File: src/hdl/lpb_pkg.sv
// Shared types and constants for the long-press mode button block.
// No dependencies; imported by lpb_core and the top level.
package lpb_pkg;

  localparam int unsigned TICK_W    = 10;
  localparam int unsigned HOLD_W    = 16;
  localparam int unsigned COUNT_W   = 18;
  localparam int unsigned CFG_IDX_W = 2;

  localparam logic [HOLD_W-1:0] HOLD_MAX        = 16'hFFFF;
  localparam logic [HOLD_W-1:0] BLINK_MIN_REQ   = 16'd100;
  localparam logic [HOLD_W-1:0] BLINK_MIN_HALF  = 16'd50;

  localparam logic [TICK_W-1:0] TICK_RESET      = 10'd100;
  localparam logic [HOLD_W-1:0] CONFIG_RESET    = 16'd3000;
  localparam logic [HOLD_W-1:0] FACTORY_RESET   = 16'd10000;
  localparam logic [HOLD_W-1:0] BLINK_RESET     = 16'd500;

  // Configuration register indexes.
  localparam logic [CFG_IDX_W-1:0] REG_TICK    = 2'd0;
  localparam logic [CFG_IDX_W-1:0] REG_CONFIG  = 2'd1;
  localparam logic [CFG_IDX_W-1:0] REG_FACTORY = 2'd2;
  localparam logic [CFG_IDX_W-1:0] REG_BLINK   = 2'd3;

  // Hold mode, which is also the action code reported on release.
  typedef enum logic [1:0] {
    MODE_NONE    = 2'd0,
    MODE_CONFIG  = 2'd1,
    MODE_FACTORY = 2'd2
  } mode_t;

  typedef struct packed {
    logic [TICK_W-1:0] tick_ms;
    logic [HOLD_W-1:0] config_hold_ms;
    logic [HOLD_W-1:0] factory_hold_ms;
    logic [HOLD_W-1:0] blink_request_ms;
  } cfg_t;

  typedef struct packed {
    logic              led_level;
    logic [1:0]        action;
    logic [HOLD_W-1:0] hold_ms;
  } result_t;

endpackage

File: src/hdl/lpb_core.sv
// Per-tick state update: LED blinker, hold timer and hold mode selection.
// Depends on lpb_pkg; the result of each tick is handed to the top level.
module lpb_core (
  input  logic           clk,
  input  logic           rst,
  input  logic           step,
  input  logic           pressed,
  input  lpb_pkg::cfg_t  cfg,
  output lpb_pkg::result_t result
);
  import lpb_pkg::*;

  logic                      was_pressed, was_pressed_next;
  logic [HOLD_W-1:0]         hold_count, hold_count_next;
  mode_t                     hold_mode, hold_mode_next;
  logic                      blink_enabled, blink_enabled_next;
  logic                      toggle_value, toggle_value_next;
  logic                      pin_level, pin_level_next;
  logic signed [COUNT_W-1:0] blink_countdown, blink_countdown_next;
  logic [HOLD_W-1:0]         half_period, half_period_next;
  logic [HOLD_W:0]           hold_sum;
  logic [1:0]                action_next;

  assign hold_sum = {1'b0, hold_count} + {{(HOLD_W+1-TICK_W){1'b0}}, cfg.tick_ms};

  always_comb begin
    was_pressed_next     = was_pressed;
    hold_count_next      = hold_count;
    hold_mode_next       = hold_mode;
    blink_enabled_next   = blink_enabled;
    toggle_value_next    = toggle_value;
    pin_level_next       = pin_level;
    blink_countdown_next = blink_countdown;
    half_period_next     = half_period;
    action_next          = MODE_NONE;

    // Blinker runs first, on the state left by the previous tick.
    if (blink_enabled) begin
      if (blink_countdown > 0) begin
        blink_countdown_next = blink_countdown -
          $signed({{(COUNT_W-TICK_W){1'b0}}, cfg.tick_ms});
      end else begin
        pin_level_next       = ~toggle_value;
        toggle_value_next    = ~toggle_value;
        blink_countdown_next = $signed({{(COUNT_W-HOLD_W){1'b0}}, half_period});
      end
    end

    // The hold count restarts on both edges of the button.
    if (pressed) begin
      if (!was_pressed) begin
        hold_count_next  = '0;
        was_pressed_next = 1'b1;
      end else if (hold_sum[HOLD_W]) begin
        hold_count_next = HOLD_MAX;
      end else begin
        hold_count_next = hold_sum[HOLD_W-1:0];
      end
    end else if (was_pressed) begin
      hold_count_next  = '0;
      was_pressed_next = 1'b0;
    end

    if (hold_count_next != '0) begin
      if (hold_count_next > cfg.factory_hold_ms) begin
        if (hold_mode != MODE_FACTORY) begin
          hold_mode_next     = MODE_FACTORY;
          pin_level_next     = 1'b0;
          blink_enabled_next = 1'b0;
        end
      end else if (hold_count_next > cfg.config_hold_ms) begin
        if (hold_mode != MODE_CONFIG) begin
          hold_mode_next     = MODE_CONFIG;
          blink_enabled_next = 1'b1;
          toggle_value_next  = 1'b0;
          half_period_next   = (cfg.blink_request_ms > BLINK_MIN_REQ) ?
                               {1'b0, cfg.blink_request_ms[HOLD_W-1:1]} : BLINK_MIN_HALF;
        end
      end
    end else begin
      action_next    = hold_mode;
      hold_mode_next = MODE_NONE;
    end
  end

  always_ff @(posedge clk) begin
    if (rst) begin
      was_pressed     <= 1'b0;
      hold_count      <= '0;
      hold_mode       <= MODE_NONE;
      blink_enabled   <= 1'b0;
      toggle_value    <= 1'b0;
      pin_level       <= 1'b1;
      blink_countdown <= '0;
      half_period     <= '0;
    end else if (step) begin
      was_pressed     <= was_pressed_next;
      hold_count      <= hold_count_next;
      hold_mode       <= hold_mode_next;
      blink_enabled   <= blink_enabled_next;
      toggle_value    <= toggle_value_next;
      pin_level       <= pin_level_next;
      blink_countdown <= blink_countdown_next;
      half_period     <= half_period_next;
    end
  end

  assign result.led_level = pin_level_next;
  assign result.action    = action_next;
  assign result.hold_ms   = hold_count_next;

  // Factory mode is entered with blinking off, and blinking stays off until
  // the mode leaves factory.
  a_factory_steady: assert property (@(posedge clk) disable iff (rst)
    hold_mode == MODE_FACTORY |-> !blink_enabled)
    else $error("factory mode with blinking enabled");

  a_config_blinks: assert property (@(posedge clk) disable iff (rst)
    hold_mode == MODE_CONFIG |-> blink_enabled)
    else $error("config mode without blinking");

  a_hold_needs_press: assert property (@(posedge clk) disable iff (rst)
    hold_count != '0 |-> was_pressed)
    else $error("hold count running while released");

  // A countdown only steps down while positive, so it never goes below
  // minus one tick length.
  a_countdown_floor: assert property (@(posedge clk) disable iff (rst)
    blink_countdown > -18'sd1024)
    else $error("blink countdown underflow");

endmodule

File: src/hdl/long_press_mode_button_with_blink_led.sv
// Top level of the long-press mode button: configuration registers,
// request handshake and result register. Depends on lpb_pkg and lpb_core.
//
// Each request is one timer tick carrying the raw, active-low button level and
// produces exactly one result: LED drive, release action and hold time. A tick
// is processed combinationally between the state registers and the result
// register, so one request is taken every clock cycle; in_ready drops only when
// a result is waiting and out_ready is low. Configuration is written through a
// plain write port and takes effect for the next request.
module long_press_mode_button_with_blink_led (
  input  logic                           clk,
  input  logic                           rst,
  input  logic                           in_valid,
  output logic                           in_ready,
  input  logic                           button_level,
  output logic                           out_valid,
  input  logic                           out_ready,
  output logic                           led_level,
  output logic [1:0]                     action,
  output logic [lpb_pkg::HOLD_W-1:0]     hold_ms,
  input  logic                           cfg_write,
  input  logic [lpb_pkg::CFG_IDX_W-1:0]  cfg_index,
  input  logic [lpb_pkg::HOLD_W-1:0]     cfg_data
);
  import lpb_pkg::*;

  cfg_t    cfg;
  result_t result;
  result_t out_reg;
  logic    step;

  assign in_ready = !out_valid || out_ready;
  assign step     = in_valid && in_ready;

  always_ff @(posedge clk) begin
    if (rst) begin
      cfg.tick_ms          <= TICK_RESET;
      cfg.config_hold_ms   <= CONFIG_RESET;
      cfg.factory_hold_ms  <= FACTORY_RESET;
      cfg.blink_request_ms <= BLINK_RESET;
    end else if (cfg_write) begin
      case (cfg_index)
        REG_TICK:    cfg.tick_ms          <= cfg_data[TICK_W-1:0];
        REG_CONFIG:  cfg.config_hold_ms   <= cfg_data;
        REG_FACTORY: cfg.factory_hold_ms  <= cfg_data;
        REG_BLINK:   cfg.blink_request_ms <= cfg_data;
        default:     cfg.tick_ms          <= cfg.tick_ms;
      endcase
    end
  end

  lpb_core u_core (
    .clk     (clk),
    .rst     (rst),
    .step    (step),
    .pressed (!button_level),
    .cfg     (cfg),
    .result  (result)
  );

  always_ff @(posedge clk) begin
    if (rst) begin
      out_valid <= 1'b0;
    end else if (step) begin
      out_valid <= 1'b1;
    end else if (out_ready) begin
      out_valid <= 1'b0;
    end
  end

  always_ff @(posedge clk) begin
    if (step) begin
      out_reg <= result;
    end
  end

  assign led_level = out_reg.led_level;
  assign action    = out_reg.action;
  assign hold_ms   = out_reg.hold_ms;

endmodule
File: config.mk
export PLATFORM = sky130hd
export DESIGN_NAME = long_press_mode_button_with_blink_led
export DESIGN_NICKNAME = d
export VERILOG_FILES = /design/src/hdl/lpb_pkg.sv /design/src/hdl/lpb_core.sv /design/src/hdl/long_press_mode_button_with_blink_led.sv
export SDC_FILE = /design/constraint.sdc
export NUM_CORES = 1
export LEC_CHECK = 0
export BUFFER_PORTS_ARGS = -buffer_cell sky130_fd_sc_hd__buf_2
export CORE_UTILIZATION = 55
export CTS_CLUSTER_DIAMETER = 30
export DETAILED_ROUTE_END_ITERATION = 7
export GPL_TIMING_DRIVEN = 0
export PLACE_DENSITY = 0.76
export SYNTH_ARGS = -nofsm -noshare
export SYNTH_HDL_FRONTEND = slang
export SYNTH_SLANG_ARGS = --single-unit
File: constraint.sdc
create_clock -name clk -period 4.7 [get_ports clk]
set_clock_uncertainty 0.15 [all_clocks]
set_input_delay 0.235 -clock clk [delete_from_list [all_inputs] [get_ports clk]]
set_output_delay 0.235 -clock clk [all_outputs]
set_load 0.02 [all_outputs]
---- Word-level counts from Yosys, hierarchy flattened ----
Index checks and enable logic that the tools add are counted.
cells by class
  $add $sub $neg .......................... 2
  order comparisons ....................... 4
  equal/unequal tests ..................... 9
  multiplexer cells ....................... 29
  bitwise logic cells ..................... 2
  reduce and logical (&&, ||, !) cells .... 16
operator list
  operator                                              count
  two-way mux 16 bit                                    4
  > comparator 16 bit                                   2
  > comparator 18 x 1 -> 1 bit (second input constant)  1
  two-way mux 1 bit                                     18
  two-way mux 18 bit                                    1
  subtractor 18 x 11 -> 18 bit                          1
  adder 16 x 10 -> 17 bit                               1
  > comparator 16 x 7 -> 1 bit (second input constant)  1
  nonzero test 16 bit                                   1
  two-way mux 15 bit                                    1
  two-way mux 2 bit                                     5
  AND reduction 2 bit                                   5
  AND reduction 5 bit                                   2
  != test 3 bit (second input constant)                 3
  nonzero test 2 bit                                    3
  equality test 2 bit (second input constant)           2
  != test 2 bit (second input constant)                 2
  AND reduction 4 bit                                   1
  equality test 2 x 1 -> 1 bit (second input constant)  1
  zero test 2 bit                                       1
  != test 2 x 1 -> 1 bit (second input constant)        1
  inverter 1 bit                                        2
  logical AND 1 bit                                     1
  zero test 1 bit                                       1
  logical OR 1 bit                                      1
word-level totals
  register bits after elaboration ......... 134
  output and inout bits ................... 21

---- Logic depth before layout (Yosys ltp) ----
Gate-level depths: netlist (run 1).
  depth after elaboration ................. 8
  mapped depth ............................ 19
  mapped depth without buffers ............ 19

---- By module ----
Synthesis (run 1) repeated with hierarchy kept, for this count alone.
unflattened totals
  cell total of the unflattened synthesis .. 866
  area total of the unflattened synthesis .. 7,703.6 um^2
modules (own cells, without submodules)
  module                                 instances  cells an instance  area an instance (um^2)
  lpb_core                               1          616                4,740.8
  long_press_mode_button_with_blink_led  1          250                2,962.8

---- Worst setup path after synthesis (run 1) ----
OpenSTA, ideal clock, no wires.
  path kind ............................... register to register
  start point ............................. reg cfg[48] (netlist name)
  end point ............................... reg u_core.half_period[1]
  setup time .............................. 0.136 ns
  data arrival time ....................... 4.381 ns
  required time ........................... 4.414 ns
  slack ................................... 0.033 ns
  stages on the path, launching flop included .. 18
  cells stage by stage .................... dfxtp_1 > ha_1 > fa_1 > a21o_1 > a22o_1 > a311oi_2 > nor3_1 > or3_1 > ha_1 > nand4_1 > o21ai_0 > a21oi_1 > a211o_1 > a31o_2 > a211oi_1 > nand2_1 > nor2_4 > a211oi_2
RTL lines
  element               RTL line         text
  end signal, assigned  lpb_core.sv:104  half_period <= half_period_next;
  end, declared         lpb_core.sv:20   logic [HOLD_W-1:0] half_period, half_period_next;

==> results.cfg, run 1 <==
[placed_design]
dp_hpwl_um = 15200
gp_congestion = 0.900
io_buffers = 42
place_inst = 1107

[cells_and_area]
nNetsFinal = 1069
drive_gt1_share_pct = 16.1
antenna_cells = 0
fillCellCount = 980
multi_input_area_um2 = 4330
seq_area_um2 = 2860
fin_util_pct = 69.8
fin_cells = 1176
syn_to_final_growth_pct = 22.4

[clock_tree]
cts_buffers = 17
clkTransAtPathRegs_ns = 0.06
cts_tree = yes
cts_max_level = 4
clock_latency_ns = 0.43
clock_path_buffers = 2
clockRootBuffer = clkbuf_16
clkSinkCount = 133

[synthesis]
synth_compound_area_share_pct = 21.9
muxShareOfSynthArea_pct = 0.275
synth_xor_area_share_pct = 1.08
synth.net_count = 971
syn_avg_cell_area_um2 = 8.16
synthCells = 893
synth_ff_type = dfxtp_1
synth_edf_count = 19
synthSimpleGateAreaFrac_pct = 22.6
synth_top_family_by_area = simple AND/OR/NAND/NOR gates
async_flop_share_pct = 0
yosys.area.top_type = dfxtp_1
seq_area_frac_synth_pct = 39.1
synth_area_leaders = dfxtp_1, ha_1, nand2_1
ys_ff_latch = 133
yosys_warnings = 0
yosys.cell_types.count = 73
synth_top_area_share_pct = 31.3
synthAdderAreaFrac_pct = 9.48
synth_area_um2 = 7290

[sta]
slew_violations = 0
min_period_ns = 4.67
fin_crit_sh_pct = 99.5
worst_slew_pin_slew_ns = 0.877
setup-tns-final_ns = 0
clock.fmax_mhz = 214
setup_viol_count_final = 0
max_slew_margin_pct = 40.9
rsz0062_at_grt = yes
hold_viol = 0
hold_slack_ns = 0.0715

[pwr]
p_leak_nw = 3.65
combPwrFrac_pct = 18.0
power.net_switching_mw = 0.895
vdd_drop_max_mv = 0.259
seq_power_share_pct = 40.4
p_per_area_nw_per_um2 = 345
p_sw_share_pct = 29.1
pwr-share-clk_pct = 41.6
p_int_mw = 2.18

[detailed_routing]
route.detailed.drc = 0
vias = 7204
drtIter0Drc = 688
vias_per_cell = 6.13
drtPass1Iterations = 5
wirelength_um = 22300
antenna_left = 0
avgRoutedWirePerCell_um = 19.0

[setup_path]
path_class = reg -> reg
required_ns = 4.83
cp_max_fo = 8
arrival_ns = 4.81
start_kind = flip-flop
end_kind = flip-flop

[floorplanning]
dieArea_um2 = 13700
rows = 41
start_util_pct = 57.0
fp.dieH_um = 117
ioPinCount = 45
core_um2 = 12800
die_w_um = 117

[global_routing]
antenna_found_initial = 0
first_global_vias = 6542
grt_pass1_wl_um = 33900
grt_use_total_pct = 33.5
grt_overflow = 0
grt_start_max_net_pins = 29

[worst_hold_path]
hp-class = in -> reg

[outcome]
status = finished clean

[job]
cap_violations = 0
==> routing by layer <==
layer	global-route usage [%]	part of all wire [%]	vias up
met5	0	0	-
met4	16.6	3.5	0
met3	6.08	9.0	64
met2	53.1	46	385
met1	44.0	42	3356
li1	-	-	3399
==> metrics by stage <==
stage / setup WS (ns) / power (mW) / area, µm²
after floorplan: 0.0335 / 1.60 / 7290
after global placement: -0.871 / 1.74 / 7710
after detailed placement: -0.997 / 1.75 / 7710
after CTS: 0.000810 / 3.04 / 8680
after global routing: -0.120 / 3.18 / 8920
final: 0.0252 / 3.07 / 8920
==> power groups by stage <==
stage | Sequential, mW | Combinational [mW] | Clock, mW
6_report | 1.24 | 0.553 | 1.28
5_1_grt | 1.25 | 0.596 | 1.34
4_1_cts | 1.24 | 0.522 | 1.28
3_5_place_dp | 1.26 | 0.485 | 0
3_3_place_gp | 1.26 | 0.482 | 0
2_1_floorplan | 1.27 | 0.334 | 0
==> layout by cell type (no fill, tap or decap), types with 7 or more instances in the layout <==
| master | synthesis | final |
|---|---|---|
| nand2_1 | 165 | 161 |
| dfxtp_1 | 114 | 111 |
| a21oi_1 | 87 | 85 |
| inv_1 | 56 | 56 |
| nor2_1 | 53 | 52 |
| buf_2 | 2 | 44 |
| ha_1 | 52 | 43 |
| clkbuf_1 | 37 | 36 |
| nand3_1 | 36 | 35 |
| a21o_1 | 25 | 23 |
| nor3_1 | 25 | 23 |
| o21ai_0 | 29 | 21 |
| edfxtp_1 | 19 | 19 |
| dlygate4sd3_1 | 0 | 19 |
| buf_4 | 0 | 18 |
| clkbuf_16 | 0 | 17 |
| o211ai_1 | 16 | 16 |
| o21ai_1 | 4 | 10 |
| ha_4 | 0 | 8 |
| nor2b_1 | 7 | 7 |
| a211oi_1 | 9 | 7 |
| xnor2_1 | 7 | 7 |
| a311oi_1 | 8 | 7 |
==> logic make-up after synthesis <==
kind of cell | after synthesis
XOR/XNOR | 9
multiplexers | 2
buffers and inverters | 101
AO/OA/AOI/OAI | 241
flip-flops | 133
AND/OR/NAND/NOR | 353
adder cells (fa/ha/maj) | 54
==> registers in the layout (all words and copies together), names as in the netlist <==
register,flops
u_core.hold_mode,2
action,2
u_core.blink_enabled,1
u_core.half_period,15
u_core.toggle_value,1
u_core.was_pressed,1
hold_ms,16
u_core.pin_level,1
u_core.hold_count,16
out_valid,1
u_core.blink_countdown,18
led_level,1
cfg,58
==> final timing paths <==
kind,start,endpoint,slack [ns],cells after the start
max,cfg[48],u_core.half_period[5],0.03,18
min,cfg_index[1],cfg[55],0.07,4
max reg2reg,cfg[48],u_core.half_period[5],0.03,18
min reg2reg,cfg[31],cfg[31],0.31,2
==> area by class of cell <==
class | count | share of cell area, %
timing repair buffer | 79 | 6.01
clock buffer | 19 | 4.86
buffer | 44 | 2.19
inverter | 56 | 2.36
tap | 172 | 2.41
clock inverter | 13 | 1.52
multi-input combinational | 660 | 48.6
sequential | 133 | 32.1
==> cell usage after synthesis (8+ instances only) <==
cell	instances
nand2_1	165
dfxtp_1	114
a21oi_1	87
inv_1	56
nor2_1	53
ha_1	52
clkbuf_1	37
nand3_1	36
o21ai_0	29
a21o_1	25
nor3_1	25
edfxtp_1	19
o211ai_1	16
a211oi_1	9
a311oi_1	8
==> worst max-delay path, stage by stage, from the launching register on <==
cell and delay [ns]:
dfxtp_4 0.36, ha_4 0.16, fa_2 0.34, a21o_1 0.20, a22o_4 0.25, a311o_2 0.49
nand2_2 0.13, o22ai_1 0.11, or2_4 0.29, ha_1 0.31, nand4_1 0.18, nor2_1 0.20
nand2_1 0.11, o32ai_2 0.24, o21ai_2 0.17, a211oi_4 0.33, nand2_2 0.17, nor2_4 0.23
a211oi_2 0.10
==> what timing repair did <==
item	CTS	global route
endpoints found under the setup margin	21	20
pin swaps	11	25
resized for setup	27	37
hold buffers	19	0
hold endpoints to repair	52	0
gates cloned	1	0
buffers inserted	9	9
Note: power is estimated with default switching activity, not from simulation.
==> run 2: changes to the inputs <==
--- a/config.mk
+++ b/config.mk
@@ -5,6 +5,7 @@
 export SDC_FILE = /design/constraint.sdc
 export NUM_CORES = 1
 export LEC_CHECK = 0
+export ABC_AREA = 1
 export BUFFER_PORTS_ARGS = -buffer_cell sky130_fd_sc_hd__buf_2
 export CORE_UTILIZATION = 55
 export CTS_CLUSTER_DIAMETER = 30
@@ -14,3 +15,4 @@
 export SYNTH_ARGS = -nofsm -noshare
 export SYNTH_HDL_FRONTEND = slang
 export SYNTH_SLANG_ARGS = --single-unit
+export TNS_END_PERCENT = 50
==> run 2 against run 1 <==
Against the previous run: total power rose by 5.9%; synthesized cell count rose by 15%; non-clock buffer count fell by 33; critical path depth rose by 7; wire length fell by 11%; global-route usage fell by 4.3 points; synthesized area rose by 0.88%; flip-flop and latch count did not move; largest power group unchanged.
==> results.cfg, run 2 <==
[outcome]
status = finished clean

[synthesis]
synth_area_um2 = 7350
ys_ff_latch = 133
seq_area_frac_synth_pct = 38.8
synth_ff_type = dfxtp_1
ys_top_cells_by_count = nand2_1, inv_1, dfxtp_1
async_flop_share_pct = 0
yosys.area.top_type = dfxtp_1
synth_xor_area_share_pct = 1.43
yosys.cell_types.count = 38
synth_top_area_share_pct = 31.0
synth.net_count = 1108
synth_area_leaders = dfxtp_1, nand2_1, ha_1
synthCells = 1030
yosys_warnings = 0
yosys.cell_count.top_type = nand2_1
synthSimpleGateAreaFrac_pct = 23.3
synth_top_family_by_area = simple AND/OR/NAND/NOR gates
syn_avg_cell_area_um2 = 7.14
synth_edf_count = 19
synth_compound_area_share_pct = 17.4
muxShareOfSynthArea_pct = 0
synthAdderAreaFrac_pct = 9.40

[sta]
hold_viol = 0
min_period_ns = 4.43
setup_viol_count_final = 0
worst_slew_pin_slew_ns = 1.05
slew_violations = 0
fin_crit_sh_pct = 94.3
max_slew_margin_pct = 29.2
hold_slack_ns = 0.0290
clock.fmax_mhz = 226

[setup_path]
path_buf_inv = 4
cp-endpoint = u_core.half_period[11]
cp_top_family = simple AND/OR/NAND/NOR gates
crit_top_cell = nand2_1
worst-path-stages = 25
required_ns = 4.87
cp_slowest_cell = fa_1
rrSetupSlack_ns = 0.27
start_kind = flip-flop
startpoint = cfg[48]
path_class = reg -> reg
reg2reg_depth = 25
r2r_start = cfg[48]
arrival_ns = 4.61
end_kind = flip-flop
cp_max_fo = 10
rr_endpoint = u_core.half_period[11]
crit_path_max_incr_delay_ns = 0.45

[detailed_routing]
wirelength_um = 19800
vias = 7050
drtIter0Drc = 508
route.detailed.drc = 0
drtPass1Iterations = 6
vias_per_cell = 5.46
avgRoutedWirePerCell_um = 15.3
antenna_left = 0

[floorplanning]
start_util_pct = 57.3
die_w_um = 118
fp.dieH_um = 118
core_um2 = 12800
dieArea_um2 = 13800
rows = 41
ioPinCount = 45

[clock_tree]
clock_latency_ns = 0.43
cts_tree = yes
clkTransAtPathRegs_ns = 0.06
cts_buffers = 17
clkSinkCount = 133
clock_path_buffers = 2
clockRootBuffer = clkbuf_16
cts_max_level = 4

[cells_and_area]
drive_gt1_share_pct = 9.38
fin_cells = 1291
nNetsFinal = 1184
multi_input_area_um2 = 3820
largest_reg_flops = 58
syn_to_final_growth_pct = 16.6
layout_commonest_cell = nand2_1
layout_common_cells = nand2_1, inv_1, dfxtp_1, nor2_1
seq_area_um2 = 2850
antenna_cells = 0
fillCellCount = 1108
largestRegisters = cfg x58, u_core.blink_countdown x18
largest-register = cfg

[placed_design]
dp_hpwl_um = 14600
place_inst = 1245
gp_congestion = 1.00
io_buffers = 43

[global_routing]
grt_pass1_wl_um = 31400
first_global_vias = 6302
antenna_found_initial = 0
grt_overflow = 0
grt_start_max_net_pins = 29
grt_use_total_pct = 29.2

[pwr]
total_power_mw = 3.25
p_per_area_nw_per_um2 = 379
p_leak_nw = 4.05
vdd_drop_max_mv = 0.241

[worst_hold_path]
hp-class = in -> reg

[job]
cap_violations = 0
-- run 2: changes by cell type in the layout (fill, tap and decap cells not counted), sizes merged, moves of 9 or more --
cell / previous run / this run
inv: 56 / 153
clkbuf: 55 / 44
nor2: 54 / 115
nand3: 36 / 47
a311oi: 9 / 0
nand2: 166 / 221
a21o: 25 / 2
o21ai: 33 / 97
buf: 68 / 50
a211oi: 12 / 3
nor3: 25 / 11
-- run 2: repair_timing --
item                                    4_1_cts  5_1_grt
buffers inserted                              0        1
hold buffers                                 13        0
gates resized for setup                       0        8
endpoints found under the hold margin        24        0
endpoints found under the setup margin        0       17
-- run 2: final cells by class --
type / instances / share of cell area (%)
Buffer: 33 / 1.81
Inverter: 149 / 6.52
Sequential cell: 133 / 33.3
Clock buffer: 17 / 4.96
Timing Repair Buffer: 57 / 4.12
Tap cell: 172 / 2.51
Multi-Input combinational cell: 715 / 44.5
Clock inverter: 15 / 2.28
-- run 2: logic make-up (layout without fill, tap and decap cells) --
kind of cell	count (synthesis)	count (layout)
xor gates and xnor gates	12	12
DFF	133	133
AOI/OAI and AO/OA	233	233
and+or+nand+nor	416	416
buffers and inverters	182	271
adders and majority gates	54	54
-- run 2: how the worst min path moves through the flow --
stage,startpoint,cells after the start,slack (ns),endpoint
floorplan,cfg_data[5],2,0.21,cfg[5]
finish,cfg_data[12],3,0.03,cfg[12]
global placement,cfg[0],2,0.30,cfg[0]
CTS,cfg_data[12],3,0.02,cfg[12]
global route,cfg_data[12],3,0.03,cfg[12]
detailed placement,cfg[0],2,0.30,cfg[0]
-- run 2: worst reg2reg max path, stage by stage, from the launching register on --
cell and delay, ns:
dfxtp_1 0.38, ha_1 0.28, fa_1 0.45, nand2_1 0.12
nand2_1 0.10, nand3_2 0.09, nand2_2 0.09, a21oi_4 0.26
buf_6 0.19, nand3_1 0.08, nand2_1 0.06, nand2_1 0.18
ha_1 0.37, nand2_1 0.07, inv_1 0.06, nand3_1 0.11
nor3_2 0.20, nand2_1 0.09, nand2_1 0.07, nand2_1 0.09
nor3_2 0.25, nand2_2 0.11, buf_6 0.14, buf_8 0.13
o21ai_1 0.15, nor2_1 0.06
-- run 2: metal layers --
metal  part of all wire [%]  track usage [%]
met1                     45             39.1
met5                      0                0
met4                    2.3             11.4
met2                     45             45.8
met3                    8.0             6.44
-- run 2: where the power goes --
part	total, mW	switching [mW]	leakage (nW)	internal, mW
registers	1.28	0.0444	1.12	1.23
clock network	1.39	0.541	0.302	0.848
logic	0.588	0.393	2.63	0.195
total	3.25	0.978	4.05	2.27
-- run 2: metrics by stage --
| step | util, % | setup TNS (ns) | setup slack (ns) | instance area (µm²) |
|---|---|---|---|---|
| final | 66.8 | 0 | 0.266 | 8570 |
| after floorplan | - | 0 | 1.12 | 7350 |
| after detailed placement | 60.7 | 0 | 0.242 | 7780 |
| after CTS | 66.5 | 0 | 0.177 | 8530 |
| after global routing | 66.8 | -0.0248 | -0.0213 | 8570 |
| after global placement | 60.7 | 0 | 0.231 | 7780 |
